===== config.mk =====
export PLATFORM = sky130hd
export DESIGN_NAME = rtfe_back
export DESIGN_NICKNAME = d
export VERILOG_FILES = /design/src/sv/rtfe_pkg.sv /design/src/sv/rtfe_back.sv
export SDC_FILE = /design/constraint.sdc
export NUM_CORES = 1
export LEC_CHECK = 0
export ABC_AREA = 1
export BUFFER_PORTS_ARGS = -buffer_cell sky130_fd_sc_hd__buf_4
export CORE_MARGIN = 5
export CORE_UTILIZATION = 58
export DETAILED_ROUTE_END_ITERATION = 10
export GPL_ROUTABILITY_DRIVEN = 1
export PLACE_DENSITY = 0.86
export SLEW_MARGIN = 20
export SYNTH_ARGS = -nofsm -noshare
export SYNTH_HDL_FRONTEND = slang
export SYNTH_SLANG_ARGS = --single-unit

===== constraint.sdc =====
create_clock -name clk -period 9.5 [get_ports clk]
set_clock_uncertainty 0.15 [all_clocks]
set_input_delay 0.95 -clock clk [delete_from_list [all_inputs] [get_ports clk]]
set_output_delay 0.95 -clock clk [all_outputs]
set_load 0.01 [all_outputs]

===== src/sv/rtfe_pkg.sv =====
// ----------------------------------------------------------------------------
// rtfe_pkg
// Shared types and constants for the RF temperature frame encoder.
// ----------------------------------------------------------------------------
package rtfe_pkg;

  // Field widths
  localparam int unsigned READING_W = 12;
  localparam int unsigned MAG_W     = 11;   // clamped magnitude, at most 2000
  localparam int unsigned PADDR_W   = 4;    // four 32-bit registers
  localparam int unsigned PDATA_W   = 32;

  // Line format
  localparam int unsigned FRAME_BYTES    = 9;
  localparam int unsigned FRAME_BITS     = 8 * FRAME_BYTES;
  localparam int unsigned PREAMBLE_BITS  = 16;
  localparam int unsigned POSTAMBLE_BITS = 8;
  localparam int unsigned MSG_BITS       = PREAMBLE_BITS + FRAME_BITS + POSTAMBLE_BITS;
  localparam int unsigned MSG_UNITS      = 4 * MSG_BITS;
  localparam int unsigned POS_W          = $clog2(MSG_UNITS);
  localparam int unsigned BIT_IDX_W      = POS_W - 2;
  localparam int unsigned FBIT_W         = $clog2(FRAME_BITS);

  localparam int unsigned PAUSE_UNITS_DEF = 16;
  localparam int unsigned QUEUE_DEPTH     = 2;

  // Reading limits
  localparam logic signed [READING_W-1:0] READING_MIN = -12'sd880;
  localparam logic signed [READING_W-1:0] READING_MAX = 12'sd2000;

  // Frame constants
  localparam logic [3:0] BATT_LOW_NIBBLE = 4'hC;
  localparam logic [7:0] NEG_MARK        = 8'h08;
  localparam logic [7:0] CHECK_BIAS      = 8'h0A;

  // Register reset values
  localparam logic [15:0] SENSOR_TYPE_RST  = 16'd6701;
  localparam logic [7:0]  CHANNEL_CODE_RST = 8'd32;
  localparam logic [7:0]  ROLLING_ID_RST   = 8'd187;
  localparam logic        BATTERY_OK_RST   = 1'b0;

  typedef enum logic [1:0] {
    REG_SENSOR_TYPE  = 2'd0,
    REG_CHANNEL_CODE = 2'd1,
    REG_ROLLING_ID   = 2'd2,
    REG_BATTERY_OK   = 2'd3
  } cfg_reg_t;

  typedef struct packed {
    logic [15:0] sensor_type;
    logic [7:0]  channel_code;
    logic [7:0]  rolling_id;
    logic        battery_ok;
  } cfg_t;

  // What the front decided an item is
  typedef enum logic [1:0] {
    OP_IDLE   = 2'd0,   // tick with nothing to send
    OP_START  = 2'd1,   // new transmission
    OP_IGNORE = 2'd2,   // start while busy, dropped
    OP_UNIT   = 2'd3    // one line unit of an active transmission
  } op_code_t;

  typedef struct packed {
    op_code_t         op;
    logic             last;
    logic             quiet;   // unit lies in the gap between messages
    logic [POS_W-1:0] pos;     // unit position within one message
    logic             neg;
    logic [MAG_W-1:0] mag;
  } q_entry_t;

  typedef struct packed {
    logic line_level;
    logic busy_res;
    logic frame_end;
    logic start_ignored;
  } res_t;

endpackage


===== src/sv/rtfe_back.sv =====
// ----------------------------------------------------------------------------
// rtfe_back
// Frame arithmetic pipeline, frame store and line serializer.
// ----------------------------------------------------------------------------
module rtfe_back import rtfe_pkg::*; (
  input  logic     clk,
  input  logic     rst_n,
  input  cfg_t     cfg,
  input  logic     q_valid,
  output logic     q_ready,
  input  q_entry_t q_entry,
  output logic     out_valid,
  input  logic     out_ready,
  output res_t     out_res
);

  typedef struct packed {
    op_code_t         op;
    logic             last;
    logic             quiet;
    logic [POS_W-1:0] pos;
    logic             neg;
    logic [13:0]      centi;
    logic [6:0]       whole;
    logic [6:0]       rem;
    logic [3:0]       tens;
    logic [3:0]       units;
    logic [3:0]       tenths;
  } stage_t;

  // reciprocal multipliers: floor(x/100) for x < 43690, floor(x/10) for x < 1024
  localparam logic [26:0] RECIP_100 = 27'd5243;
  localparam logic [14:0] RECIP_10  = 15'd205;
  localparam logic [13:0] HUNDRED   = 14'd100;
  localparam logic [6:0]  TEN       = 7'd10;
  localparam logic [7:0]  ROUND_5   = 8'd5;

  logic                  en;
  logic                  s1_v_r, s2_v_r, s3_v_r, s4_v_r;
  stage_t                s1_r, s2_r, s3_r, s4_r;
  stage_t                s1_nxt, s2_nxt, s3_nxt, s4_nxt;
  logic [FRAME_BITS-1:0] frame_r;
  logic [FRAME_BITS-1:0] frame_nxt;
  logic                  out_valid_r;
  res_t                  res_r, res_nxt;

  logic [26:0]           q100_prod;
  logic [13:0]           rem_full;
  logic [14:0]           tens_prod;
  logic [6:0]            units_full;
  logic [14:0]           tenths_prod;
  logic [7:0]            byte4, byte5, byte6;
  logic [63:0]           body;
  logic [7:0]            sum_lo, sum_hi, check;
  logic [BIT_IDX_W-1:0]  bit_idx;
  logic [BIT_IDX_W-1:0]  fbit_full;
  logic                  data_bit;

  // whole pipe moves together; stalls only when the output slot is held
  assign en      = !out_valid_r || out_ready;
  assign q_ready = en;

  // centi-degrees: 6m + m/4
  always_comb begin
    s1_nxt       = '0;
    s1_nxt.op    = q_entry.op;
    s1_nxt.last  = q_entry.last;
    s1_nxt.quiet = q_entry.quiet;
    s1_nxt.pos   = q_entry.pos;
    s1_nxt.neg   = q_entry.neg;
    s1_nxt.centi = ({3'd0, q_entry.mag} << 2) + ({3'd0, q_entry.mag} << 1)
                 + {5'd0, q_entry.mag[MAG_W-1:2]};
  end

  // whole degrees
  assign q100_prod = 27'(s1_r.centi) * RECIP_100;
  always_comb begin
    s2_nxt       = s1_r;
    s2_nxt.whole = q100_prod[25:19];
  end

  // remainder and tens digit
  assign rem_full  = s2_r.centi - ({7'd0, s2_r.whole} * HUNDRED);
  assign tens_prod = 15'(s2_r.whole) * RECIP_10;
  always_comb begin
    s3_nxt      = s2_r;
    s3_nxt.rem  = rem_full[6:0];
    s3_nxt.tens = tens_prod[14:11];
  end

  // units digit and rounded tenths
  assign units_full  = s3_r.whole - ({3'd0, s3_r.tens} * TEN);
  assign tenths_prod = 15'({1'b0, s3_r.rem} + ROUND_5) * RECIP_10;
  always_comb begin
    s4_nxt        = s3_r;
    s4_nxt.units  = units_full[3:0];
    s4_nxt.tenths = tenths_prod[14:11];
  end

  // frame assembly and checksum
  always_comb begin
    byte4 = {s4_r.tenths, cfg.battery_ok ? 4'h0 : BATT_LOW_NIBBLE};
    byte5 = {s4_r.tens, s4_r.units};
    byte6 = s4_r.neg ? NEG_MARK : 8'h00;
    body  = {8'h00, byte6, byte5, byte4, cfg.rolling_id, cfg.channel_code,
             cfg.sensor_type[7:0], cfg.sensor_type[15:8]};
    sum_lo = '0;
    sum_hi = '0;
    for (int i = 0; i < 8; i++) begin
      sum_lo = sum_lo + {4'd0, body[4*i +: 4]};
      sum_hi = sum_hi + {4'd0, body[32 + 4*i +: 4]};
    end
    check     = sum_lo + sum_hi - CHECK_BIAS;
    frame_nxt = {check, body};
  end

  // serializer: preamble ones, frame LSB first, postamble zeros
  assign bit_idx   = s4_r.pos[POS_W-1:2];
  assign fbit_full = bit_idx - BIT_IDX_W'(PREAMBLE_BITS);
  always_comb begin
    if (bit_idx < BIT_IDX_W'(PREAMBLE_BITS)) begin
      data_bit = 1'b1;
    end else if (bit_idx < BIT_IDX_W'(PREAMBLE_BITS + FRAME_BITS)) begin
      data_bit = frame_r[fbit_full[FBIT_W-1:0]];
    end else begin
      data_bit = 1'b0;
    end
  end

  always_comb begin
    res_nxt = '0;
    case (s4_r.op)
      OP_IDLE: begin
        res_nxt = '0;
      end
      OP_START: begin
        res_nxt.busy_res = 1'b1;
      end
      OP_IGNORE: begin
        res_nxt.busy_res      = 1'b1;
        res_nxt.start_ignored = 1'b1;
      end
      OP_UNIT: begin
        res_nxt.busy_res  = 1'b1;
        res_nxt.frame_end = s4_r.last;
        // Manchester-like cell: not-b, b, b, not-b
        if (!s4_r.quiet) begin
          res_nxt.line_level = (s4_r.pos[1] ^ s4_r.pos[0]) ? data_bit : ~data_bit;
        end
      end
      default: begin
        res_nxt = '0;
      end
    endcase
  end

  always_ff @(posedge clk) begin
    if (!rst_n) begin
      s1_v_r      <= 1'b0;
      s2_v_r      <= 1'b0;
      s3_v_r      <= 1'b0;
      s4_v_r      <= 1'b0;
      out_valid_r <= 1'b0;
    end else if (en) begin
      s1_v_r      <= q_valid;
      s2_v_r      <= s1_v_r;
      s3_v_r      <= s2_v_r;
      s4_v_r      <= s3_v_r;
      out_valid_r <= s4_v_r;
    end
  end

  always_ff @(posedge clk) begin
    if (en) begin
      s1_r  <= s1_nxt;
      s2_r  <= s2_nxt;
      s3_r  <= s3_nxt;
      s4_r  <= s4_nxt;
      res_r <= res_nxt;
      if (s4_v_r && s4_r.op == OP_START) begin
        frame_r <= frame_nxt;
      end
    end
  end

  assign out_valid = out_valid_r;
  assign out_res   = res_r;

  a_end_busy: assert property (@(posedge clk) disable iff (!rst_n)
    (out_valid_r && res_r.frame_end) |-> res_r.busy_res)
    else $error("frame end without busy");

  a_ignored_quiet: assert property (@(posedge clk) disable iff (!rst_n)
    (out_valid_r && res_r.start_ignored) |-> (res_r.busy_res && !res_r.line_level))
    else $error("dropped start drove the line");

  a_idle_low: assert property (@(posedge clk) disable iff (!rst_n)
    (out_valid_r && !res_r.busy_res) |-> !res_r.line_level)
    else $error("line driven while idle");

  a_pipe_flow: assert property (@(posedge clk) disable iff (!rst_n)
    (en && s4_v_r) |=> out_valid_r)
    else $error("item lost between pipeline and output");

endmodule


==> run_results.csv <==
group,metric,value,unit
logic_synthesis,async_flop_share,0,%
logic_synthesis,synth_top_family_by_area,"adder cells",
setup_path,critPathLaunchType,"input pin",
routing,viasPerCell,5.241,
logic_synthesis,syn_inst,1225,
floorplanning,die_y,163.2,um
clock_tree,h-tree-depth,4,
placed_design,gp_congestion,0.8744,
sta,finalCritPeriodShare,54.07,%
sta,fin_tns_setup,0,ns
finish,final_nets,1703,
placed_design,dpl.hpwl,21070,um
grt,grt_overflow_total,0,
grt,grt_start_max_net_pins,76,
grt,top_usage_layer,"met2",
finish,mostFrequentLayoutCells,"inv_1 (302), ha_1 (208), edfxtp_1 (169)",
routing,drt-total-wl,25920,um
grt,grt_pass1_vias,9437,
logic_synthesis,seq_area_frac_synth,38.02,%
clock_tree,cts_root_buf,"clkbuf_16",
sta,setup_viol_count_final,0,
sta,tightest_slew,0.8879,ns
logic_synthesis,synth_xor_area_share,3.411,%
setup_path,crit_arrival,5.16,ns
clock_tree,cts_buffer_depth,2,
logic_synthesis,ys_types,33,
hold_path,min_path_type,"reg2reg",
floorplanning,ioPinCount,68,
setup_path,cp_max_fo,4,
grt,gr-usage-met2,38.85,%
sta,rsz0062_at_grt,"no",
routing,drcViolationCount,2,
logic_synthesis,syn-num-nets,1622,
logic_synthesis,yosys-top-cells-area,"edfxtp_1 (37%), ha_1 (19%), fa_1 (19%)",
sta,finalHoldViolations,0,
routing,wl_per_cell,15.83,um
clock_tree,cts_num_sinks,174,
clock_tree,cts_setup_buffers,0,
logic_synthesis,syn-cell-area,13610,um^2
clock_tree,cts_hold_buf,0,
sta,drv_slew,0,
grt,met3_usage,3.861,%
floorplanning,dieArea,26630,um^2
clock_tree,cts_inserted_buffers,17,
finish,nFillCells,1660,
floorplanning,die_x,163.2,um
finish,n_antenna_cell,0,
clock_tree,cts_tree,"yes",
logic_synthesis,ys_ff_latch,174,
logic_synthesis,netlist.top_cell.by_area,"edfxtp_1",
clock_tree,clk_pin_slew_worst_paths,0.07,ns
finish,area_growth,10.53,%
run_status,status,"finished with violations",
logic_synthesis,synth_top_area_share,37.29,%
sta,max_slew_margin,40.81,%
grt,grt_pass1_wl,43440,um
logic_synthesis,synth_fa_ha_area_share,37.80,%
logic_synthesis,synth_compound_area_share,3.833,%
logic_synthesis,synthMuxAreaShare,0,%
logic_synthesis,dominantRegCellSynth,"edfxtp_1",
routing,vias,8585,
sta,post-route-min-period,5.136,ns
sta,fmax,194.7,MHz
logic_synthesis,yosys_warnings,0,
clock_tree,cts_repair_resize_count,0,
logic_synthesis,avgSynthCellArea,11.11,um^2
clock_tree,clkLatencyLatePin,0.43,ns
floorplanning,core-area,23260,um^2
finish,layout_commonest_cell,"inv_1",
setup_path,required,9.53,ns
grt,track_usage,20.67,%
grt,antenna_found_initial,0,
floorplanning,start_util,58.51,%
setup_path,end_kind,"register",
routing,drt_first_pass_iters,8,
floorplanning,row_count,56,
routing,detail-route-antenna-nets,0,
grt,met1_usage,22.70,%
finish,drive_above_1_share,8.112,%
logic_synthesis,synth-simple-area-share,7.989,%
flow_run,cap_violations,0,
routing,first_iter_violations,589,
setup_path,r2r_cells,17,
placed_design,port_buffers,67,
hold_path,holdPathStages,0,
setup_path,path_class,"in2reg",
logic_synthesis,synth_edf_count,169,
run_status,violations,"design-rule violations",
## cells by family after synthesis
logic type | after synthesis
AO/OA/AOI/OAI | 93
flip-flops | 174
adder cells (fa/ha/maj) | 335
AND/OR/NAND/NOR | 257
XOR/XNOR | 53
buffers and inverters | 313
## path summary, 6_finish.rpt
path                       from                    end  slack, ns
max                      cfg[4]  frame_r[71]$_DFFE_PP_       4.36
min          s3_r[40]$_DFFE_PP_     s4_r[40]$_DFFE_PP_       0.26
max reg2reg  s1_r[37]$_DFFE_PP_     s2_r[25]$_DFFE_PP_       4.46
min reg2reg  s3_r[40]$_DFFE_PP_     s4_r[40]$_DFFE_PP_       0.26
## metal layers
layer	routed length, um	vias to the layer above	part of all wire, %
met5	0	-	0
met4	998	0	3.8
met3	1126	74	4.3
met2	14190	246	55
met1	9603	4145	37
li1	-	4120	-
## sequential cells by signal (all words and copies together), names as in the netlist
name       cells
s3_r          29
body          12
s1_r          28
frame_r       54
bit_idx        7
s1_v_r         1
out_valid      1
s2_v_r         1
s3_v_r         1
s4_v_r         1
s2_r          28
s4_r           7
out_res        4
## per-stage QoR
stage / setup slack, ns / cell area (um^2) / hold slack (ns) / instances / util (%)
3_5_place_dp: 3.968 / 14480 / 0.2545 / 1606 / 62.23
6_report: 4.364 / 15040 / 0.2588 / 1638 / 64.67
5_1_grt: 4.162 / 15040 / 0.2768 / 1638 / 64.67
3_3_place_gp: 4.153 / 14480 / 0.2517 / 1606 / 62.23
4_1_cts: 4.386 / 15040 / 0.2646 / 1638 / 64.67
2_1_floorplan: 2.586 / 13610 / 0.2503 / 1225 / -
## Yosys cell counts, types with 5 or more instances
cell type,n
a21o_1,7
nand2_1,148
edfxtp_1,169
a21oi_1,49
nand3_1,58
xnor2_1,22
o21ai_0,23
nor3_1,5
dfxtp_1,5
inv_1,303
ha_1,208
nor2_1,31
xor2_1,31
fa_1,127
## critical path: stages
cell and delay [ns]:
buf_4 0.12, fa_1 0.55, inv_1 0.07, fa_1 0.44, fa_1 0.52, inv_1 0.06, fa_1 0.54, inv_1 0.06
fa_1 0.54, inv_1 0.05, ha_1 0.35, a21oi_1 0.14, inv_1 0.05, a31oi_1 0.31, nor2_1 0.09, nor2_1 0.11
nor2_1 0.05, nor2_1 0.11, xnor2_1 0.07
## layout make-up
type / instances / area (um^2) / share of cell area, %
clock inverters: 14 / 137.6 / 0.9149
well taps: 319 / 399.1 / 2.653
flip-flops and latches: 174 / 5175 / 34.40
multi-input cells: 738 / 7224 / 48.02
repair buffers: 70 / 525.5 / 3.493
inverters: 305 / 1152 / 7.660
clock buffers: 18 / 429.2 / 2.853
Power is left out: the tool's default activity adds up to more than one toggle a clock period on the data nets, which glitch-free logic cannot reach.
