`config.mk`:
```
export PLATFORM = sky130hd
export DESIGN_NAME = rtfe_cfg_regs
export DESIGN_NICKNAME = d
export VERILOG_FILES = /design/src/sv/rtfe_pkg.sv /design/src/sv/rtfe_cfg_regs.sv
export SDC_FILE = /design/constraint.sdc
export NUM_CORES = 1
export LEC_CHECK = 0
export BUFFER_PORTS_ARGS = -buffer_cell sky130_fd_sc_hd__clkbuf_2
export CORE_UTILIZATION = 40
export DETAILED_ROUTE_END_ITERATION = 16
export GPL_ROUTABILITY_DRIVEN = 0
export PLACE_DENSITY_LB_ADDON = 0.15
export SYNTH_ARGS = -nofsm -noshare
export SYNTH_HDL_FRONTEND = slang
export SYNTH_SLANG_ARGS = --single-unit
```
`constraint.sdc`:
```
create_clock -name clk -period 1.7 [get_ports clk]
set_clock_uncertainty 0.1 [all_clocks]
set_input_delay 0.34 -clock clk [delete_from_list [all_inputs] [get_ports clk]]
set_output_delay 0.34 -clock clk [all_outputs]
set_load 0.01 [all_outputs]
```
`src/sv/rtfe_pkg.sv`:
```
// ----------------------------------------------------------------------------
// rtfe_pkg
// Shared types and constants for the RF temperature frame encoder.
// ----------------------------------------------------------------------------
package rtfe_pkg;

  // Field widths
  localparam int unsigned READING_W = 12;
  localparam int unsigned MAG_W     = 11;   // clamped magnitude, at most 2000
  localparam int unsigned PADDR_W   = 4;    // four 32-bit registers
  localparam int unsigned PDATA_W   = 32;

  // Line format
  localparam int unsigned FRAME_BYTES    = 9;
  localparam int unsigned FRAME_BITS     = 8 * FRAME_BYTES;
  localparam int unsigned PREAMBLE_BITS  = 16;
  localparam int unsigned POSTAMBLE_BITS = 8;
  localparam int unsigned MSG_BITS       = PREAMBLE_BITS + FRAME_BITS + POSTAMBLE_BITS;
  localparam int unsigned MSG_UNITS      = 4 * MSG_BITS;
  localparam int unsigned POS_W          = $clog2(MSG_UNITS);
  localparam int unsigned BIT_IDX_W      = POS_W - 2;
  localparam int unsigned FBIT_W         = $clog2(FRAME_BITS);

  localparam int unsigned PAUSE_UNITS_DEF = 16;
  localparam int unsigned QUEUE_DEPTH     = 2;

  // Reading limits
  localparam logic signed [READING_W-1:0] READING_MIN = -12'sd880;
  localparam logic signed [READING_W-1:0] READING_MAX = 12'sd2000;

  // Frame constants
  localparam logic [3:0] BATT_LOW_NIBBLE = 4'hC;
  localparam logic [7:0] NEG_MARK        = 8'h08;
  localparam logic [7:0] CHECK_BIAS      = 8'h0A;

  // Register reset values
  localparam logic [15:0] SENSOR_TYPE_RST  = 16'd6701;
  localparam logic [7:0]  CHANNEL_CODE_RST = 8'd32;
  localparam logic [7:0]  ROLLING_ID_RST   = 8'd187;
  localparam logic        BATTERY_OK_RST   = 1'b0;

  typedef enum logic [1:0] {
    REG_SENSOR_TYPE  = 2'd0,
    REG_CHANNEL_CODE = 2'd1,
    REG_ROLLING_ID   = 2'd2,
    REG_BATTERY_OK   = 2'd3
  } cfg_reg_t;

  typedef struct packed {
    logic [15:0] sensor_type;
    logic [7:0]  channel_code;
    logic [7:0]  rolling_id;
    logic        battery_ok;
  } cfg_t;

  // What the front decided an item is
  typedef enum logic [1:0] {
    OP_IDLE   = 2'd0,   // tick with nothing to send
    OP_START  = 2'd1,   // new transmission
    OP_IGNORE = 2'd2,   // start while busy, dropped
    OP_UNIT   = 2'd3    // one line unit of an active transmission
  } op_code_t;

  typedef struct packed {
    op_code_t         op;
    logic             last;
    logic             quiet;   // unit lies in the gap between messages
    logic [POS_W-1:0] pos;     // unit position within one message
    logic             neg;
    logic [MAG_W-1:0] mag;
  } q_entry_t;

  typedef struct packed {
    logic line_level;
    logic busy_res;
    logic frame_end;
    logic start_ignored;
  } res_t;

endpackage

```
`src/sv/rtfe_cfg_regs.sv`:
```
// ----------------------------------------------------------------------------
// rtfe_cfg_regs
// APB-style configuration registers: type, channel, id, battery flag.
// ----------------------------------------------------------------------------
module rtfe_cfg_regs import rtfe_pkg::*; (
  input  logic               clk,
  input  logic               rst_n,
  input  logic               psel,
  input  logic               penable,
  input  logic               pwrite,
  input  logic [PADDR_W-1:0] paddr,
  input  logic [PDATA_W-1:0] pwdata,
  output logic [PDATA_W-1:0] prdata,
  output logic               pready,
  output cfg_t               cfg
);

  cfg_t     cfg_r, cfg_nxt;
  cfg_reg_t reg_sel;
  logic     wr_en;

  assign pready  = 1'b1;
  assign reg_sel = cfg_reg_t'(paddr[PADDR_W-1:2]);
  assign wr_en   = psel & penable & pwrite;

  always_comb begin
    cfg_nxt = cfg_r;
    if (wr_en) begin
      case (reg_sel)
        REG_SENSOR_TYPE:  cfg_nxt.sensor_type  = pwdata[15:0];
        REG_CHANNEL_CODE: cfg_nxt.channel_code = pwdata[7:0];
        REG_ROLLING_ID:   cfg_nxt.rolling_id   = pwdata[7:0];
        REG_BATTERY_OK:   cfg_nxt.battery_ok   = pwdata[0];
        default:          cfg_nxt = cfg_r;
      endcase
    end
  end

  always_comb begin
    case (reg_sel)
      REG_SENSOR_TYPE:  prdata = {16'd0, cfg_r.sensor_type};
      REG_CHANNEL_CODE: prdata = {24'd0, cfg_r.channel_code};
      REG_ROLLING_ID:   prdata = {24'd0, cfg_r.rolling_id};
      REG_BATTERY_OK:   prdata = {31'd0, cfg_r.battery_ok};
      default:          prdata = '0;
    endcase
  end

  always_ff @(posedge clk) begin
    if (!rst_n) begin
      cfg_r.sensor_type  <= SENSOR_TYPE_RST;
      cfg_r.channel_code <= CHANNEL_CODE_RST;
      cfg_r.rolling_id   <= ROLLING_ID_RST;
      cfg_r.battery_ok   <= BATTERY_OK_RST;
    end else begin
      cfg_r <= cfg_nxt;
    end
  end

  assign cfg = cfg_r;

endmodule

```
==> impl_metrics.csv, run 1 <==
group,metric,value,unit
outcome,status,"completed",
sta,slew_viol_final,0,
clocking,clock_sinks,33,
grt,antenna_found_initial,0,
worst_setup_path,slowest_delay,0.45,ns
route,drtAntennaViolNets,0,
floorplan,start_util,42.1,%
worst_setup_path,timing.rr.end,"cfg[14]",
sta,setup_tns,0,ns
clocking,cts_max_level,2,
yosys,synth.area.top_cells,"dfxtp_1 (39%), mux2i_1 (16%), buf_4 (8.8%), nand2_1 (8.6%), o211ai_1 (5.3%)",
route,wirelength,3980,um
worst_hold_path,min_path_type,"in -> reg",
power_and_ir_drop,power_density,747,nW/um2
route,drc,0,
worst_setup_path,crit_type,"reg -> out",
clocking,cts_made_buffers,5,
sta,grt_setup_unrepaired,"false",
yosys,yosys.area.top_type,"dfxtp_1",
worst_setup_path,cp.arrival,1.18,ns
route,wl_per_cell,12.6,um
clocking,tritoncts,"done",
finish,nets,308,
yosys,postSynthCellCount,198,
grt,grt-ovfl-total,0,
sta,clock.fmax,0.617,GHz
sta,holdWs,0.189,ns
place,pre_cts_ws,0.0884,ns
place,io_buffers,71,
sta,hold_violations,0,
power_and_ir_drop,leakage,1.07,nW
floorplan,fp.dieArea,4540,um2
worst_setup_path,endpoint_kind,"output pin",
clocking,ctsHoldBuffers,0,
worst_setup_path,path_depth,2,
grt,grt_pass1_wl,6240,um
finish,antennaDiodeCount,0,
worst_setup_path,startpoint,"cfg[0]",
grt,grt_max_degree,31,
route,dr.first_iter.drc_count,70,
yosys,avgSynthCellArea,8.63,um2
floorplan,num_rows,23,
yosys,ys.warnings.count,0,
yosys,synth-seq-cells,33,
clocking,insertion_delay,0.27,ns
sta,fin_ws,0.0791,ns
yosys,yosysTopAreaCellShare,38.7,%
worst_setup_path,rr_worst_depth,3,
route,vias_per_cell,4.77,
place,hpwl,2820,um
floorplan,die_x,67.3,um
worst_setup_path,crit_chain,"mux4_2 > clkbuf_2",
worst_setup_path,rrSetupSlack,0.85,ns
sta,period_share,95.3,%
worst_setup_path,slowest_stage,"mux4_2",
floorplan,core_region_area,4060,um2
sta,period_minus_slack,1.62,ns
floorplan,die_y,67.3,um
grt,grt_pass1_vias,1278,
worst_setup_path,cp_data_required_time,1.26,ns
yosys,seq_area_frac_synth,38.7,%
worst_setup_path,critPathLaunchType,"register",
grt,grtUsageTotal,18.7,%
job,drv_cap,0,
worst_setup_path,r2r-start,"cfg[14]",
route,vias,1513,
yosys,synth.cell_area,1710,um2
worst_setup_path,path_buf_inv,1,
finish,largest_register_ffs,33,
finish,syn2layout_area_growth,24.1,%
floorplan,io_pins,107,
clocking,cts-root-buf,"clkbuf_8",
clocking,cts_setup_buffers,0,
worst_setup_path,cp_top_family,"multiplexers",
sta,finalSetupViolCount,0,
clocking,clk_pin_slew,0.06,ns
worst_setup_path,critPathCapture,"prdata[0]",
worst_setup_path,worstPathMaxFanout,3,
clocking,clk_path_buf_depth,2,
route,firstDrtPassIters,5,
finish,drive_gt1_share,34.1,%
yosys,yosysUniqueCellTypes,24,
clocking,cts_resized,0,
power_and_ir_drop,vdd_drop_max,0.410,mV
## report_power, final
part	total, mW	switching [mW]	internal (mW)
clock network	0.580	0.259	0.321
registers	0.795	0.00870	0.786
logic	0.209	0.126	0.0830
total	1.58	0.394	1.19
## layout make-up
| cell class | instances | area (um2) |
|---|---|---|
| clock buffer | 7 | 86.3 |
| fill | 420 | 1940 |
| inverter | 12 | 45.0 |
| multi-input combinational | 136 | 837 |
| sequential | 33 | 661 |
| tap | 50 | 62.6 |
| timing repair buffer | 79 | 428 |
## worst min-delay path: stages
cell and delay [ns]:
clkbuf_2 0.08, nand2_1 0.04, mux2i_1 0.05
## per-layer routing
metal  routed length, um  GRT usage, %  vias to the layer above
met2                1810          28.7                       49
met3                 173          5.74                        2
li1                    -             -                      756
met5                   0             0                        -
met1                1970          25.6                      706
met4                  23          3.99                        0
## how the worst min path moves through the flow
stage,startpoint,to,depth (start not counted)
floorplan,pwdata[8],cfg[25],2
global placement,cfg[25],cfg[25],2
detailed placement,cfg[30],cfg[30],2
CTS,pwdata[15],cfg[32],3
global route,pwdata[15],cfg[32],3
finish,pwdata[15],cfg[32],3
## cell usage after synthesis, drive strengths merged
cell type / count
nand2: 39
dfxtp: 33
buf: 27
mux2i: 27
o21ai: 13
inv: 12
o211ai: 12
and2: 7
nand3: 7
clkbuf: 5
nor2b: 3
nor3: 3
a21oi: 2
conb: 2
and3: 1
mux4: 1
nand2b: 1
nand4: 1
nor2: 1
or2: 1
## placed cells by master (no fill, tap or decap)
| master | n |
|---|---|
| clkbuf_2 | 71 |
| nand2_1 | 39 |
| dfxtp_1 | 33 |
| mux2i_1 | 27 |
| conb_1 | 17 |
| o21ai_0 | 13 |
| inv_1 | 12 |
| o211ai_1 | 12 |
| nand3_1 | 7 |
| buf_4 | 7 |
| clkbuf_8 | 6 |
| and2_1 | 5 |
| nor2b_1 | 3 |
| nor3_1 | 3 |
| and2_4 | 2 |
| a21oi_1 | 2 |
| nor2_2 | 1 |
| mux4_2 | 1 |
| and3_4 | 1 |
| nand2b_1 | 1 |
| nand4_4 | 1 |
| or2_1 | 1 |
| clkbuf_1 | 1 |
| buf_12 | 1 |
## cells by family after synthesis
logic type | count (synthesis) | share of synthesized area [%]
compound gates | 27 | 9.67
other cells | 2 | 0.440
mux | 28 | 17.1
flops | 33 | 38.7
simple gates | 64 | 18.5
buf+inv | 44 | 15.6
## per-stage QoR
| stage | cell area, um2 | power (mW) | util, % | instances |
|---|---|---|---|---|
| floorplan | 1760 | 0.965 | - | 213 |
| global placement | 2030 | 1.02 | 50.1 | 310 |
| detailed placement | 2030 | 1.02 | 50.1 | 310 |
| CTS | 2120 | 1.60 | 52.2 | 317 |
| global route | 2120 | 1.66 | 52.2 | 317 |
| finish | 2120 | 1.58 | 52.2 | 317 |
Power figures use the tool's default switching activity.
==> inputs of run 2 (changes only) <==
CTS_BUF_LIST = sky130_fd_sc_hd__clkbuf_4 sky130_fd_sc_hd__clkbuf_8   (was not set)
==> run 2 against run 1 <==
Effect of this change:
- flip-flop and latch count did not move
- total power rose by 0.93%
- highest routed layer unchanged
- non-clock buffer count did not move
==> impl_metrics.csv, run 2 (same netlist as run 1, synthesis figures left out) <==
group,metric,value,unit
worst_hold_path,hold_path_depth,3,
grt,grt_max_degree,31,
sta,finalSetupViolCount,0,
clocking,tritoncts,"done",
finish,final_common_cell,"clkbuf_2",
finish,layout_common_cells,"clkbuf_2 (71), nand2_1 (39), dfxtp_1 (33)",
sta,setup_tns,0,ns
floorplan,num_rows,23,
worst_setup_path,slowest_delay,0.45,ns
route,drtAntennaViolNets,0,
clocking,ctsHoldBuffers,0,
worst_hold_path,min_path_type,"in -> reg",
worst_setup_path,rrSetupSlack,0.86,ns
finish,syn2layout_area_growth,24.3,%
worst_setup_path,r2r-start,"cfg[14]",
power_and_ir_drop,power_density,753,nW/um2
power_and_ir_drop,leakage,1.07,nW
grt,use_met1,25.5,%
finish,drive_gt1_share,34.5,%
sta,clock.fmax,0.617,GHz
clocking,cts-root-buf,"clkbuf_8",
worst_setup_path,cp.arrival,1.18,ns
worst_setup_path,worstPathMaxFanout,3,
place,io_buffers,71,
place,hpwl,2820,um
sta,period_minus_slack,1.62,ns
clocking,insertion_delay,0.27,ns
worst_hold_path,min_from,"pwdata[15]",
grt,grt_pass1_wl,6250,um
sta,slew_viol_final,0,
clocking,clk_pin_slew,0.06,ns
finish,fillers,421,
worst_setup_path,timing.rr.end,"cfg[14]",
route,drc,0,
route,dr.first_iter.drc_count,70,
grt,grtUsageTotal,18.7,%
finish,antennaDiodeCount,0,
grt,grt.busiest_layer,"met2",
worst_setup_path,cp_data_required_time,1.26,ns
sta,fin_ws,0.0785,ns
grt,grt_pass1_vias,1286,
grt,antenna_found_initial,0,
worst_setup_path,crit_type,"reg -> out",
sta,period_share,95.4,%
clocking,cts_made_buffers,5,
route,vias,1519,
worst_setup_path,cp_top_family,"multiplexers",
worst_setup_path,crit_chain,"mux4_2 > clkbuf_2",
finish,nets,308,
grt,grtUsageMet3,5.74,%
floorplan,core_region_area,4060,um2
worst_hold_path,hold_end,"cfg[32]",
grt,grt-ovfl-total,0,
floorplan,start_util,42.1,%
route,wirelength,3960,um
floorplan,io_pins,107,
job,drv_cap,0,
worst_setup_path,rr_worst_depth,3,
sta,grt_setup_unrepaired,"false",
worst_setup_path,slowest_stage,"mux4_2",
finish,largest_register_ffs,33,
clocking,cts_resized,0,
worst_setup_path,endpoint_kind,"output pin",
floorplan,die_x,67.3,um
route,wl_per_cell,12.5,um
place,pre_cts_ws,0.0884,ns
worst_setup_path,critPathLaunchType,"register",
clocking,clock_sinks,33,
clocking,cts_setup_buffers,0,
worst_setup_path,path_buf_inv,1,
power_and_ir_drop,vdd_drop_max,0.408,mV
clocking,cts_max_level,2,
route,firstDrtPassIters,4,
floorplan,die_y,67.3,um
grt,met2_usage,28.9,%
route,vias_per_cell,4.79,
sta,hold_violations,0,
clocking,clk_path_buf_depth,2,
outcome,status,"completed",
floorplan,fp.dieArea,4540,um2
==> run 2: cell counts in the layout (fill, tap and decap cells not counted) <==
No cell type changed its count.
==> run 2: tightest hold or removal path, cell delays in order <==
cell and delay (ns):
clkbuf_2 0.08, nand2_1 0.04, mux2i_1 0.05
==> run 2: per-layer routing <==
layer	vias to the layer above	wire [um]
met3	2	169
met2	47	1830
met5	-	0
met4	0	23
li1	757	-
met1	713	1940
==> run 2: per-stage QoR <==
step                      area, um2  hold slack (ns)  total power [mW]  util (%)  instances
after floorplan                1760            0.382             0.965         -        213
after global placement         2030            0.359              1.02      50.1        310
after detailed placement       2030            0.365              1.02      50.1        310
after CTS                      2120            0.182              1.62      52.3        317
after global routing           2120            0.206              1.68      52.3        317
final                          2120            0.189              1.60      52.3        317
==> run 2: worst max-delay path by stage <==
stage / to / startpoint / slack (ns) / depth (start not counted)
detailed placement: cfg[23] / paddr[2] / 0.09 / 5
finish: prdata[0] / cfg[0] / 0.08 / 2
global placement: cfg[23] / paddr[2] / 0.09 / 5
floorplan: prdata[2] / paddr[3] / 0.18 / 4
CTS: prdata[0] / cfg[0] / 0.06 / 2
global route: prdata[0] / cfg[0] / 0.02 / 2
==> run 2: where the power goes <==
group	leakage [nW]	internal, mW	switching, mW
clock network	0.0477	0.337	0.258
logic	0.757	0.0830	0.126
registers	0.267	0.786	0.00872
total	1.07	1.21	0.392
==> run 2: final cells by class <==
type	instances	area, um2	share of cell area [%]
Clock buffer	7	90.1	4.24
Inverter	12	45.0	2.12
Sequential cell	33	661	31.1
Multi-Input combinational cell	136	837	39.4
Timing Repair Buffer	79	428	20.2
Tap cell	50	62.6	2.95
==> inputs of run 3 (changes only) <==
CTS_BUF_LIST = sky130_fd_sc_hd__clkbuf_8 sky130_fd_sc_hd__clkbuf_16   (was sky130_fd_sc_hd__clkbuf_4 sky130_fd_sc_hd__clkbuf_8)
PLACE_DENSITY_LB_ADDON = 0.1   (was 0.15)
==> run 3 against run 2 <==
Effect of this change:
- design area rose by 1.3%
- combinational power up 3%
- die area is the same
- clock-buffer cell count fell by 2
- register-to-register slack hardly changed
==> impl_metrics.csv, run 3 (same netlist as run 1, synthesis figures left out) <==
group,metric,value,unit
outcome,status,"completed",
clocking,clk_pin_slew,0.07,ns
worst_setup_path,slowest_delay,0.46,ns
route,drtAntennaViolNets,0,
floorplan,die_x,67.3,um
worst_hold_path,hold_path_depth,3,
sta,setup_tns,0,ns
worst_setup_path,timing.rr.end,"cfg[14]",
worst_setup_path,slowest_stage,"mux4_2",
worst_setup_path,cp_data_required_time,1.26,ns
clocking,tritoncts,"done",
worst_setup_path,worstPathMaxFanout,3,
power_and_ir_drop,power_density,720,nW/um2
route,m1WireLength,1830,um
floorplan,fp.dieArea,4540,um2
worst_setup_path,critPathLaunchType,"register",
finish,syn2layout_area_growth,25.9,%
power_and_ir_drop,leakage,1.10,nW
route,wl_met2,1750,um
clocking,clk_path_buf_depth,2,
finish,largest_register_ffs,33,
floorplan,io_pins,107,
worst_setup_path,cp.arrival,1.20,ns
place,hpwl,2880,um
finish,drive_gt1_share,34.9,%
finish,final_common_cell,"clkbuf_2",
worst_setup_path,crit_type,"reg -> out",
worst_setup_path,path_buf_inv,1,
route,vias,1501,
worst_setup_path,cp_top_family,"multiplexers",
worst_setup_path,rrSetupSlack,0.85,ns
sta,clock.fmax,0.611,GHz
grt,grt_pass1_wl,6170,um
clocking,clock_sinks,33,
finish,nets,312,
grt,grt_pass1_vias,1323,
route,firstDrtPassIters,6,
finish,antennaDiodeCount,0,
worst_setup_path,r2r-start,"cfg[14]",
floorplan,die_y,67.3,um
floorplan,num_rows,23,
sta,hold_violations,0,
worst_setup_path,rr_worst_depth,3,
route,vias_per_cell,4.66,
job,drv_cap,0,
worst_hold_path,hold_end,"cfg[32]",
route,route.top_layer_used,"met4",
sta,period_share,96.3,%
clocking,cts-root-buf,"clkbuf_8",
worst_hold_path,min_path_type,"in -> reg",
grt,grt_max_degree,22,
route,routed-wl-met3,207,um
worst_hold_path,min_from,"pwdata[15]",
clocking,cts_made_buffers,5,
sta,slew_viol_final,0,
sta,period_minus_slack,1.64,ns
clocking,cts_setup_buffers,0,
route,dr.first_iter.drc_count,99,
sta,grt_setup_unrepaired,"false",
route,wl_per_cell,11.9,um
finish,fillers,430,
grt,antenna_found_initial,0,
floorplan,start_util,42.1,%
sta,finalSetupViolCount,0,
route,drc,0,
sta,holdWs,0.189,ns
floorplan,core_region_area,4060,um2
finish,layout_common_cells,"clkbuf_2 (69), nand2_1 (39), dfxtp_1 (33)",
grt,grt-ovfl-total,0,
clocking,insertion_delay,0.27,ns
worst_setup_path,crit_chain,"mux4_2 > clkbuf_2",
route,wirelength,3820,um
power_and_ir_drop,vdd_drop_max,0.541,mV
finish,multi_input_area,845,um2
finish,seq_area,661,um2
grt,grtUsageTotal,18.6,%
place,io_buffers,71,
worst_setup_path,endpoint_kind,"output pin",
clocking,cts_max_level,2,
## run 3: area by class of cell
type | count | share of cell area, %
inverter | 12 | 2.09
tap | 50 | 2.91
sequential | 33 | 30.7
multi-input combinational | 136 | 39.3
clock buffer | 5 | 3.20
timing repair buffer | 83 | 21.3
clock inverter | 3 | 0.524
## run 3: worst min-delay path, cell delays in order
cell and delay, ns:
clkbuf_2 0.08, nand2_1 0.04, mux2i_1 0.06
## run 3: what timing repair did
| action | in CTS | in global routing |
|---|---|---|
| resized for setup | 0 | 5 |
| hold buffers | 0 | 0 |
| setup endpoints to repair | 0 | 5 |
## run 3: report_power, final
part,switching (mW),total (mW),internal (mW)
sequential,0.00892,0.795,0.786
combinational,0.125,0.215,0.0901
clock,0.266,0.539,0.272
## run 3: worst max-delay path by stage
stage | slack, ns | startpoint | endpoint | cells after the start
floorplan | 0.18 | paddr[3] | prdata[2] | 4
global placement | 0.06 | paddr[2] | prdata[1] | 6
detailed placement | 0.07 | paddr[2] | prdata[6] | 6
CTS | 0.05 | paddr[2] | prdata[6] | 6
global route | 0.005 | paddr[3] | prdata[4] | 5
finish | 0.06 | cfg[0] | prdata[0] | 2
## run 3: layer usage
| metal | vias to the layer above | global-route usage (%) |
|---|---|---|
| li1 | 765 | - |
| met1 | 680 | 24.0 |
| met3 | 5 | 6.59 |
| met5 | - | 0 |
| met2 | 51 | 29.1 |
| met4 | 0 | 4.79 |
## run 3: metrics by stage
step	instances	area, um2	total power, mW	worst slack, ns	utilization, %
2_1_floorplan	213	1760	0.965	0.184	-
3_3_place_gp	314	2060	1.03	0.0637	50.8
3_5_place_dp	314	2060	1.03	0.0678	50.8
4_1_cts	322	2140	1.57	0.0500	52.8
5_1_grt	322	2150	1.64	0.00545	53.0
6_report	322	2150	1.55	0.0634	53.0
