## src/sv/rtfe_pkg.sv

```systemverilog
// ----------------------------------------------------------------------------
// rtfe_pkg
// Shared types and constants for the RF temperature frame encoder.
// ----------------------------------------------------------------------------
package rtfe_pkg;

  // Field widths
  localparam int unsigned READING_W = 12;
  localparam int unsigned MAG_W     = 11;   // clamped magnitude, at most 2000
  localparam int unsigned PADDR_W   = 4;    // four 32-bit registers
  localparam int unsigned PDATA_W   = 32;

  // Line format
  localparam int unsigned FRAME_BYTES    = 9;
  localparam int unsigned FRAME_BITS     = 8 * FRAME_BYTES;
  localparam int unsigned PREAMBLE_BITS  = 16;
  localparam int unsigned POSTAMBLE_BITS = 8;
  localparam int unsigned MSG_BITS       = PREAMBLE_BITS + FRAME_BITS + POSTAMBLE_BITS;
  localparam int unsigned MSG_UNITS      = 4 * MSG_BITS;
  localparam int unsigned POS_W          = $clog2(MSG_UNITS);
  localparam int unsigned BIT_IDX_W      = POS_W - 2;
  localparam int unsigned FBIT_W         = $clog2(FRAME_BITS);

  localparam int unsigned PAUSE_UNITS_DEF = 16;
  localparam int unsigned QUEUE_DEPTH     = 2;

  // Reading limits
  localparam logic signed [READING_W-1:0] READING_MIN = -12'sd880;
  localparam logic signed [READING_W-1:0] READING_MAX = 12'sd2000;

  // Frame constants
  localparam logic [3:0] BATT_LOW_NIBBLE = 4'hC;
  localparam logic [7:0] NEG_MARK        = 8'h08;
  localparam logic [7:0] CHECK_BIAS      = 8'h0A;

  // Register reset values
  localparam logic [15:0] SENSOR_TYPE_RST  = 16'd6701;
  localparam logic [7:0]  CHANNEL_CODE_RST = 8'd32;
  localparam logic [7:0]  ROLLING_ID_RST   = 8'd187;
  localparam logic        BATTERY_OK_RST   = 1'b0;

  typedef enum logic [1:0] {
    REG_SENSOR_TYPE  = 2'd0,
    REG_CHANNEL_CODE = 2'd1,
    REG_ROLLING_ID   = 2'd2,
    REG_BATTERY_OK   = 2'd3
  } cfg_reg_t;

  typedef struct packed {
    logic [15:0] sensor_type;
    logic [7:0]  channel_code;
    logic [7:0]  rolling_id;
    logic        battery_ok;
  } cfg_t;

  // What the front decided an item is
  typedef enum logic [1:0] {
    OP_IDLE   = 2'd0,   // tick with nothing to send
    OP_START  = 2'd1,   // new transmission
    OP_IGNORE = 2'd2,   // start while busy, dropped
    OP_UNIT   = 2'd3    // one line unit of an active transmission
  } op_code_t;

  typedef struct packed {
    op_code_t         op;
    logic             last;
    logic             quiet;   // unit lies in the gap between messages
    logic [POS_W-1:0] pos;     // unit position within one message
    logic             neg;
    logic [MAG_W-1:0] mag;
  } q_entry_t;

  typedef struct packed {
    logic line_level;
    logic busy_res;
    logic frame_end;
    logic start_ignored;
  } res_t;

endpackage

```

## src/sv/rtfe_front.sv

```systemverilog
// ----------------------------------------------------------------------------
// rtfe_front
// Accepts items, tracks the transmission position and classifies each item.
// ----------------------------------------------------------------------------
module rtfe_front import rtfe_pkg::*; #(
  parameter int unsigned PAUSE_UNITS = PAUSE_UNITS_DEF
) (
  input  logic                        clk,
  input  logic                        rst_n,
  input  logic                        in_valid,
  output logic                        in_ready,
  input  logic                        in_action,
  input  logic signed [READING_W-1:0] in_reading,
  output logic                        push_valid,
  output q_entry_t                    push_entry,
  input  logic                        push_ready
);

  localparam int unsigned TOTAL_UNITS = 2 * MSG_UNITS + PAUSE_UNITS;
  localparam int unsigned CNT_W       = $clog2(TOTAL_UNITS);
  localparam logic [CNT_W-1:0] LAST_UNIT    = CNT_W'(TOTAL_UNITS - 1);
  localparam logic [CNT_W-1:0] PAUSE_START  = CNT_W'(MSG_UNITS);
  localparam logic [CNT_W-1:0] REPEAT_START = CNT_W'(MSG_UNITS + PAUSE_UNITS);

  logic                        sending_r, sending_nxt;
  logic [CNT_W-1:0]            cnt_r, cnt_nxt;
  logic                        accept;
  logic signed [READING_W-1:0] clamped;
  logic [READING_W-1:0]        mag_full;
  logic [CNT_W-1:0]            repeat_pos;

  assign in_ready   = push_ready;
  assign push_valid = in_valid;
  assign accept     = in_valid & push_ready;

  always_comb begin
    if (in_reading < READING_MIN) begin
      clamped = READING_MIN;
    end else if (in_reading > READING_MAX) begin
      clamped = READING_MAX;
    end else begin
      clamped = in_reading;
    end
    mag_full = clamped[READING_W-1] ? READING_W'(-clamped) : READING_W'(clamped);
  end

  assign repeat_pos = cnt_r - REPEAT_START;

  // classification
  always_comb begin
    push_entry       = '0;
    push_entry.op    = OP_IDLE;
    push_entry.neg   = clamped[READING_W-1];
    push_entry.mag   = mag_full[MAG_W-1:0];
    if (in_action) begin
      push_entry.op = sending_r ? OP_IGNORE : OP_START;
    end else if (sending_r) begin
      push_entry.op   = OP_UNIT;
      push_entry.last = (cnt_r == LAST_UNIT);
      if (cnt_r < PAUSE_START) begin
        push_entry.pos = cnt_r[POS_W-1:0];
      end else if (cnt_r < REPEAT_START) begin
        push_entry.quiet = 1'b1;
      end else begin
        push_entry.pos = repeat_pos[POS_W-1:0];
      end
    end
  end

  always_comb begin
    sending_nxt = sending_r;
    cnt_nxt     = cnt_r;
    if (accept) begin
      if (in_action) begin
        if (!sending_r) begin
          sending_nxt = 1'b1;
          cnt_nxt     = '0;
        end
      end else if (sending_r) begin
        if (cnt_r == LAST_UNIT) begin
          sending_nxt = 1'b0;
          cnt_nxt     = '0;
        end else begin
          cnt_nxt = cnt_r + 1'b1;
        end
      end
    end
  end

  always_ff @(posedge clk) begin
    if (!rst_n) begin
      sending_r <= 1'b0;
      cnt_r     <= '0;
    end else begin
      sending_r <= sending_nxt;
      cnt_r     <= cnt_nxt;
    end
  end

  a_idle_cnt_zero: assert property (@(posedge clk) disable iff (!rst_n)
    !sending_r |-> cnt_r == '0)
    else $error("unit counter nonzero while idle");

  a_cnt_in_range: assert property (@(posedge clk) disable iff (!rst_n)
    cnt_r <= LAST_UNIT)
    else $error("unit counter past end of transmission");

  a_start_arms: assert property (@(posedge clk) disable iff (!rst_n)
    (accept && in_action && !sending_r) |=> (sending_r && cnt_r == '0))
    else $error("start did not arm the transmitter");

  a_last_ends: assert property (@(posedge clk) disable iff (!rst_n)
    (accept && !in_action && sending_r && cnt_r == LAST_UNIT) |=> !sending_r)
    else $error("transmission did not end on its last unit");

endmodule

```

## config.mk

```make
export PLATFORM = sky130hd
export DESIGN_NAME = rtfe_front
export DESIGN_NICKNAME = d
export VERILOG_FILES = /design/src/sv/rtfe_pkg.sv /design/src/sv/rtfe_front.sv
export SDC_FILE = /design/constraint.sdc
export NUM_CORES = 1
export LEC_CHECK = 0
export BUFFER_PORTS_ARGS = -buffer_cell sky130_fd_sc_hd__buf_2
export CAP_MARGIN = 20
export CORE_MARGIN = 2
export CORE_UTILIZATION = 44
export DETAILED_ROUTE_END_ITERATION = 8
export PLACE_DENSITY = 0.75
export REMOVE_ABC_BUFFERS = 1
export SLEW_MARGIN = 15
export SYNTH_ARGS = -nofsm -noshare
export SYNTH_HDL_FRONTEND = slang
export SYNTH_SLANG_ARGS = --single-unit
export TNS_END_PERCENT = 100
```

## constraint.sdc

```tcl
create_clock -name clk -period 2.3 [get_ports clk]
set_input_delay 0.23 -clock clk [delete_from_list [all_inputs] [get_ports clk]]
set_output_delay 0.23 -clock clk [all_outputs]
set_load 0.01 [all_outputs]
```

==> flow_summary.toml, run 1 <==
[cells_and_area]
nets = 249
final_cell_mix = "40 x buf_2, 26 x buf_4, 14 x nor2_1"
diodes = 0
layout_commonest_cell = "buf_2"
postLayoutCellArea_mm2 = 0.001734
regArea_um2 = 220.2
layout-drive-gt1-share = 0.3982
final_util = 0.6875
fillCellCount = 215
syn2layout_area_growth_pct = 46.67
multi_input_area_um2 = 999.7

[setup_path]
crit_required_ns = 2.07
critPathMaxFanout = 6
end_kind = "primary output"
worstSetupPathType = "in -> out"
r2r_cells = 7
critPathLaunchType = "input pin"
cp.arrival_ns = 2.27

[timing]
holdWs_ns = 0.2254
worst_slew_pin_slew_ns = 0.5946
max_freq_ghz = 0.4002
hold_viol = 0
rsz0062_at_grt = "true"
skew_ns = 0.002416
timing.final.crit_share = 1.086
fin_crit_ns = 2.499
slew_headroom = 0.6007
slew_viol_final = 0
setup_tns_ns = -0.5411
fin_ws_ns = -0.1988
setup_viol = 3

[clock_tree]
insertion_delay_ns = 0.28
cts_buffer_depth = 2
cts_buffers = 3
postCtsHoldBufs = 0
clk_pin_slew_ns = 0.08
htree_num_levels = 1
cts_tree = "built"
cts-root-buf = "clkbuf_4"
clkSinkCount = 11

[routing]
routed_wl_mm = 4.004
drcViolationCount = 0
vias = 1506
drt-initial-drc-count = 60
avgRoutedWirePerCell_um = 15.64
via_per_inst = 5.883
first_pass_iters = 4
ant_nets = 0

[power_and_ir_drop]
power.density_mw_per_mm2 = 319.2
p_leak_nw = 0.7285
ir_drop_v = 0.0004096

[min_path]
hold_depth = 2
min_path_type = "in -> reg"

[floorplan]
rows = 18
ios = 44
core_area_mm2 = 0.002522
initial_core_util = 0.4688
die-width_um = 55.84
die_area_mm2 = 0.003118
die_h_um = 55.84

[placed_design]
numPortBuffers = 43
placed_area_mm2 = 0.001510
globalplace.congestion = 0.9314
dp_hpwl_mm = 2.751

[logic_synthesis]
synth.distinct_cells = 45
synthCells = 167
syn_area_mm2 = 0.001182
async_reset_ff_frac = 0
avgSynthCellArea_um2 = 7.080
synth_ff_type = "dfxtp_1"
synth_edf_count = 0
synth_warnings = 0
synth_seq_area_share = 0.1862
ys_seq_elements = 11

[job]
maxCapViolations = 0

[global_routing]
grt_max_degree = 18
grt.total_usage = 0.2490
grt_pass1_wl_mm = 6.327
antenna_found_initial = 0
first_global_vias = 1385
grt_overflow_total = 0

[status]
status = "complete, but fails checks"
violations = "setup timing"
path summary, 6_finish.rpt:
| check | slack (ns) | startpoint | endpoint |
|---|---|---|---|
| max | -0.20 | in_reading[6] | push_entry[8] |
| min | 0.23 | rst_n | sending_r$_SDFFE_PN0P_ |
| max reg2reg | 0.64 | cnt_r[4]$_SDFFE_PN0P_ | cnt_r[7]$_SDFFE_PN0P_ |
| min reg2reg | 0.56 | sending_r$_SDFFE_PN0P_ | sending_r$_SDFFE_PN0P_ |
stage by stage:
step                std cells  power (W)  setup slack (ns)
global route              256  0.0005771           -0.2743
CTS                       253  0.0005318          -0.07808
finish                    256  0.0005535           -0.1988
global placement          245  0.0003650           -0.1991
detailed placement        245  0.0003705           -0.3137
floorplan                 153  0.0002761           -0.1024
routing by layer:
layer	vias up	track usage	share of wire
li1	728	-	-
met2	60	0.4337	0.52
met4	0	0.1190	0.018
met3	8	0.02558	0.046
met1	710	0.3051	0.41
met5	-	0	0
critical path: stages:
cell	delay (ns)
buf_6	0.10
o311a_4	0.37
nand3b_1	0.23
and3_4	0.23
inv_4	0.06
ha_4	0.13
or3b_4	0.46
o41ai_2	0.23
o21ai_1	0.10
buf_2	0.14
state kept, by name, summed over array words and instances (netlist names):
register / cells
cnt_r: 10
sending_r: 1
synth_stat cells, types with 2 or more instances:
cell,instances,area (µm²)
and3_1,3,18.77
nor2b_1,5,31.28
o21a_1,3,22.52
a21oi_1,7,35.03
nor3_1,6,30.03
dfxtp_1,11,220.2
nand3_1,5,25.02
ha_1,5,62.56
nand2_1,12,45.04
nand4_1,5,31.28
clkbuf_1,10,37.54
o2111ai_1,3,26.28
nor2_1,14,52.55
a21boi_0,2,15.01
inv_1,4,15.01
nor4_1,4,25.02
nand2b_1,3,18.77
o31ai_1,2,15.01
o41ai_1,2,17.52
or3_1,3,18.77
xnor2_1,9,78.83
or4_1,2,15.01
buf_4,4,30.03
o21ai_0,14,70.07
and2_1,9,56.30
timing repair:
action | 4_1_cts | 5_1_grt
buffers inserted | 4 | 3
resized for setup | 21 | 9
pin swaps | 5 | 2
cloned | 0 | 0
setup endpoints to repair | 4 | 4
power breakdown:
group,switching (W),total (W),internal (W)
clock network,0.0000731,0.000140,0.0000674
logic,0.000112,0.000217,0.000105
registers,0.00000370,0.000196,0.000192
total,0.000189,0.000554,0.000364
cell type report:
class / instances / share of cell area
Timing Repair Buffer: 69 / 0.2475
Tap cell: 30 / 0.02165
Clock buffer: 4 / 0.01515
Inverter: 5 / 0.01227
Sequential cell: 11 / 0.1270
Multi-Input combinational cell: 137 / 0.5765
logic make-up (layout without fill, tap and decap cells):
group	Yosys count	in the layout	synth area share
compound gates	44	44	0.2497
xor+xnor	10	10	0.07408
fa+ha+maj	5	5	0.05291
buf+inv	19	78	0.07301
flops	11	11	0.1862
simple gates	78	78	0.3640
(Power assumes the default switching activity.)
==> inputs of run 2 (changes only) <==
--- a/config.mk
+++ b/config.mk
@@ -5,12 +5,13 @@
 export SDC_FILE = /design/constraint.sdc
 export NUM_CORES = 1
 export LEC_CHECK = 0
+export ABC_AREA = 1
 export BUFFER_PORTS_ARGS = -buffer_cell sky130_fd_sc_hd__buf_2
 export CAP_MARGIN = 20
 export CORE_MARGIN = 2
-export CORE_UTILIZATION = 44
+export CORE_UTILIZATION = 45
 export DETAILED_ROUTE_END_ITERATION = 8
-export PLACE_DENSITY = 0.75
+export PLACE_DENSITY = 0.76
 export REMOVE_ABC_BUFFERS = 1
 export SLEW_MARGIN = 15
 export SYNTH_ARGS = -nofsm -noshare
==> run 2 against run 1 <==
- the flow now finishes without violations
- cell count up 13%
- synthesized cell count increased by 31%
- clock skew is 0.0022 ns higher
- first-iteration DRC count increased by 5.0%
- worst hold slack got worse by 0.0026 ns
- combinational power decreased by 23%
- largest cell class unchanged
- flip-flop and latch count did not move
- largest power group is now registers
- register-to-register slack hardly changed
- highest routed layer unchanged
==> flow_summary.toml, run 2 <==
[job]
maxCapViolations = 0

[placed_design]
globalplace.congestion = 0.8715
numPortBuffers = 43
pre_cts_slack_ns = 0.3591
dp_hpwl_mm = 2.437

[logic_synthesis]
synth.most_common_cell = "nand2_1"
syn_area_mm2 = 0.001279
synth_warnings = 0
synth_edf_count = 0
synth_seq_area_share = 0.1722
synthCells = 218
async_reset_ff_frac = 0
synth_top_area_share = 0.1722
synthTopCellsByCount = "49 x nand2_1, 34 x inv_1, 26 x nor2_1"
avgSynthCellArea_um2 = 5.866
synth.area.top_cells = "dfxtp_1 17%, nand2_1 14%, inv_1 10%"
synth.distinct_cells = 31
ys_seq_elements = 11
synth_ff_type = "dfxtp_1"
synth_top_area_cell = "dfxtp_1"

[cells_and_area]
final_cell_mix = "49 x nand2_1, 43 x buf_2, 34 x inv_1"
regMostFlops = "cnt_r"
reg_top3 = "cnt_r x10, sending_r x1"
layout-drive-gt1-share = 0.2548
nets = 282
layout_commonest_cell = "nand2_1"
fillCellCount = 278
largest_reg_flops = 10
syn2layout_area_growth_pct = 18.10
diodes = 0

[clock_tree]
postCtsHoldBufs = 0
cts.repair.resized = 0
clkSinkCount = 11
cts_buffers = 3
cts_buffer_depth = 2
htree_num_levels = 1
insertion_delay_ns = 0.27
post_cts_buffers = 0
cts_tree = "built"
clk_pin_slew_ns = 0.07
cts-root-buf = "clkbuf_4"

[global_routing]
grt_max_degree = 18
grt.total_usage = 0.1844
grtUsageMet2 = 0.3350
grt_pass1_wl_mm = 4.871
first_global_vias = 1185
met3_usage = 0.02041
antenna_found_initial = 0
met1_usage = 0.2343
grt_overflow_total = 0
gr-max-usage-layer = "met2"

[timing]
timing.final.crit_share = 0.9175
slew_headroom = 0.7133
hold_viol = 0
slew_viol_final = 0
skew_ns = 0.004601
fin_crit_ns = 2.110
worst_slew_pin_slew_ns = 0.4300
holdWs_ns = 0.2229
max_freq_ghz = 0.4739
setup_viol = 0
setup_tns_ns = 0
fin_ws_ns = 0.1898

[setup_path]
worstSetupPathType = "reg -> out"
end_kind = "primary output"
cp.arrival_ns = 1.88
critPathLaunchType = "flop"
critPathMaxFanout = 6
crit_required_ns = 2.07

[routing]
routed_wl_mm = 2.921
drcViolationCount = 0
first_pass_iters = 4
ant_nets = 0
via_per_inst = 4.976
avgRoutedWirePerCell_um = 10.07
vias = 1443
drt-initial-drc-count = 63

[power_and_ir_drop]
power.density_mw_per_mm2 = 328.1
p_leak_nw = 0.7962
ir_drop_v = 0.0005648

[min_path]
min_path_type = "in -> reg"

[floorplan]
die-width_um = 57.31
rows = 19
initial_core_util = 0.4677
die_area_mm2 = 0.003284
ios = 44
core_area_mm2 = 0.002734
die_h_um = 57.31

[status]
status = "finished, final reports clean"
## run 2: changes by cell type after synthesis, moves of 5 or more
cell      change
nand2_1      +37
inv_1        +30
nand3_1      +19
nor2_1       +12
and2_1        -9
clkbuf_1      -9
xnor2_1       -8
a21oi_1       +6
nand2_2       +5
nor2b_1       -5
## run 2: where the power goes
group	internal (W)	leakage, nW	switching [W]
logic	0.0000634	0.692	0.000104
registers	0.000192	0.0888	0.00000165
clock network	0.0000670	0.0150	0.0000675
## run 2: path summary, 6_finish.rpt
kind | startpoint | end | slack (ns) | cells after the start
min | rst_n | sending_r$_SDFFE_PN0P_ | 0.22 | 3
max reg2reg | cnt_r[0]$_SDFFE_PN0P_ | cnt_r[6]$_SDFFE_PN0P_ | 0.63 | 6
max | cnt_r[4]$_SDFFE_PN0P_ | push_entry[19] | 0.19 | 8
min reg2reg | sending_r$_SDFFE_PN0P_ | sending_r$_SDFFE_PN0P_ | 0.49 | 2
## run 2: worst max-delay path: stages (launching register included)
cell and delay (ns):
dfxtp_1 0.35, inv_1 0.16, ha_1 0.22, nand2_1 0.10
a21oi_1 0.19, inv_1 0.09, o21ai_2 0.28, nor3_1 0.08
buf_2 0.15
## run 2: stage by stage
stage                     area [µm²]  cells  utilization   power, W
after CTS                       1506    290       0.5510  0.0004990
after global placement          1480    286       0.5414  0.0003639
after global routing            1510    290       0.5524  0.0005288
final                           1510    290       0.5524  0.0004955
after floorplan                 1219    211            -  0.0002990
after detailed placement        1480    286       0.5414  0.0003662
## run 2: final cells by class
type	count	area, µm²	area share
timing repair buffer	44	222.7	0.1475
sequential	11	220.2	0.1458
tap	31	38.79	0.02568
multi-input combinational	163	863.3	0.5717
clock buffer	4	26.28	0.01740
inverter	37	138.9	0.09196
## run 2: metal layers
metal  share of wire  vias up
met5               0        -
met1            0.45      628
li1                -      788
met4          0.0072        0
met3           0.034        2
met2            0.51       25
## run 2: logic make-up (layout without fill, tap and decap cells)
family,Yosys count,after routing,synth area share
compound gates,30,30,0.1350
simple gates,125,125,0.4677
fa+ha+maj,5,5,0.04892
flops,11,11,0.1722
buf+inv,44,85,0.1556
xor+xnor,3,3,0.02055
==> inputs of run 3 (changes only) <==
--- a/config.mk
+++ b/config.mk
@@ -7,10 +7,10 @@
 export LEC_CHECK = 0
 export ABC_AREA = 1
 export BUFFER_PORTS_ARGS = -buffer_cell sky130_fd_sc_hd__buf_2
-export CAP_MARGIN = 20
-export CORE_MARGIN = 2
+export CORE_MARGIN = 3
 export CORE_UTILIZATION = 45
 export DETAILED_ROUTE_END_ITERATION = 8
+export MAX_ROUTING_LAYER = met4
 export PLACE_DENSITY = 0.76
 export REMOVE_ABC_BUFFERS = 1
 export SLEW_MARGIN = 15
==> run 3 against run 2 <==
- sequential power hardly changed
- clock skew is 0.0014 ns lower
- sequential share of layout area is 0.060 points lower
- critical path depth stayed put
- register-to-register slack worse by 0.04 ns
- non-clock buffer count stayed put
- maximum frequency is 1.3% higher
- clock power is 5% higher
- final area is 0.41% higher
- flip-flop and latch count stayed put
- setup slack better by 0.028 ns
- critical path type unchanged
- largest power group unchanged
==> flow_summary.toml, run 3 (synthesized netlist as in run 2, its figures left out) <==
[status]
status = "finished, final reports clean"

[setup_path]
crit_path_max_incr_delay_ns = 0.35
critPathMaxFanout = 6
path_cells = "inv_1 > ha_1 > nand2_1 > a21oi_1 > inv_1 > o21ai_4 > nor3_1 > buf_2"
end_kind = "primary output"
cp.depth = 8
cp_num_buf_inv = 3
crit_path_top_delay_cell = "dfxtp_1"
crit_start = "cnt_r[4]$_SDFFE_PN0P_"
cp.arrival_ns = 1.85
r2r-start = "cnt_r[1]$_SDFFE_PN0P_"
worstSetupPathType = "reg -> out"
crit_required_ns = 2.07
critPathLaunchType = "flop"
r2r_cells = 6
rrSetupSlack_ns = 0.59
cpMostUsedCell = "inv_1"
reg2reg_to = "cnt_r[3]$_SDFFE_PN0P_"
critPathTopFamily = "buffers and inverters"

[timing]
setup_viol = 0
max_freq_ghz = 0.4802
setup_tns_ns = 0
fin_crit_ns = 2.083
slew_viol_final = 0
timing.final.crit_share = 0.9055
holdWs_ns = 0.2133
skew_ns = 0.003228
worst_slew_pin_slew_ns = 0.4476
hold_viol = 0
rsz0062_at_grt = "false"
slew_headroom = 0.7016

[global_routing]
first_global_vias = 1254
grt_pass1_wl_mm = 5.126
antenna_found_initial = 0
grt_overflow_total = 0
grt.total_usage = 0.1899
grt_max_degree = 18

[routing]
first_pass_iters = 4
drcViolationCount = 0
via_per_inst = 5.028
drt-initial-drc-count = 100
vias = 1453
ant_nets = 0
routed_wl_mm = 3.083
avgRoutedWirePerCell_um = 10.67

[cells_and_area]
largest_reg_flops = 10
finalNonFillerCells = 289
final_cell_mix = "49 x nand2_1, 43 x buf_2, 34 x inv_1"
nets = 282
syn2layout_area_growth_pct = 18.59
layout-drive-gt1-share = 0.2548
regMostFlops = "cnt_r"
layout_commonest_cell = "nand2_1"
diodes = 0
reg_top3 = "cnt_r x10, sending_r x1"

[power_and_ir_drop]
p_leak_nw = 0.7973
power.density_mw_per_mm2 = 330.8
ir_drop_v = 0.0003529

[placed_design]
dp_hpwl_mm = 2.453
globalplace.congestion = 0.8789
numPortBuffers = 43
dp_cells = 285

[clock_tree]
post_cts_buffers = 0
htree_num_levels = 1
cts_tree = "built"
cts_buffers = 3
cts.repair.resized = 0
postCtsHoldBufs = 0
cts_buffer_depth = 2
clk_pin_slew_ns = 0.08
insertion_delay_ns = 0.28
cts-root-buf = "clkbuf_4"
clkSinkCount = 11

[floorplan]
die-width_um = 59.31
ios = 44
die_area_mm2 = 0.003517
rows = 18
initial_core_util = 0.4937
core_area_mm2 = 0.002590
die_h_um = 59.31

[min_path]
hold_depth = 3
min_from = "rst_n"
min_path_type = "in -> reg"
hold_end = "sending_r$_SDFFE_PN0P_"

[job]
maxCapViolations = 0
## run 3: cell count changes in the layout (fill, tap and decap cells not counted)
cell,delta
o21ai_2,-1
o21ai_4,+1
## run 3: stage by stage
step           area, µm²  worst slack, ns    util  total power [W]
2_1_floorplan       1219           0.7221       -        0.0002990
3_3_place_gp        1479           0.3834  0.5710        0.0003646
3_5_place_dp        1479           0.3817  0.5710        0.0003656
4_1_cts             1505          0.05249  0.5812        0.0005076
5_1_grt             1516          0.01590  0.5855        0.0005348
6_report            1516           0.2174  0.5855        0.0005017
## run 3: power by group
group          internal, W  switching [W]
sequential        0.000192     0.00000161
combinational    0.0000637       0.000103
clock            0.0000674      0.0000735
total             0.000323       0.000178
## run 3: worst min-delay path: cells and delay by family
family / cells / cell delay [ns]
buffers and inverters: 2 / 0.18
AOI/OAI and AO/OA: 1 / 0.04
## run 3: worst max path at each step
stage                           to
finish              push_entry[18]
CTS                 push_entry[18]
detailed placement  push_entry[18]
floorplan           push_entry[18]
global placement    push_entry[18]
global route        push_entry[19]
## run 3: metal layers
metal / share of wire / GRT usage / vias up
met5: 0 / - / -
met4: 0.0026 / 0.02265 / 0
met3: 0.052 / 0.03922 / 2
met2: 0.49 / 0.3151 / 31
met1: 0.46 / 0.2437 / 631
li1: - / - / 789
## run 3: final cells by class
class / count / area, µm²
Fill cell: 268 / 1074
Multi-Input combinational cell: 163 / 870.8
Timing Repair Buffer: 44 / 222.7
Sequential cell: 11 / 220.2
Inverter: 37 / 138.9
Tap cell: 30 / 37.54
Clock buffer: 4 / 26.28
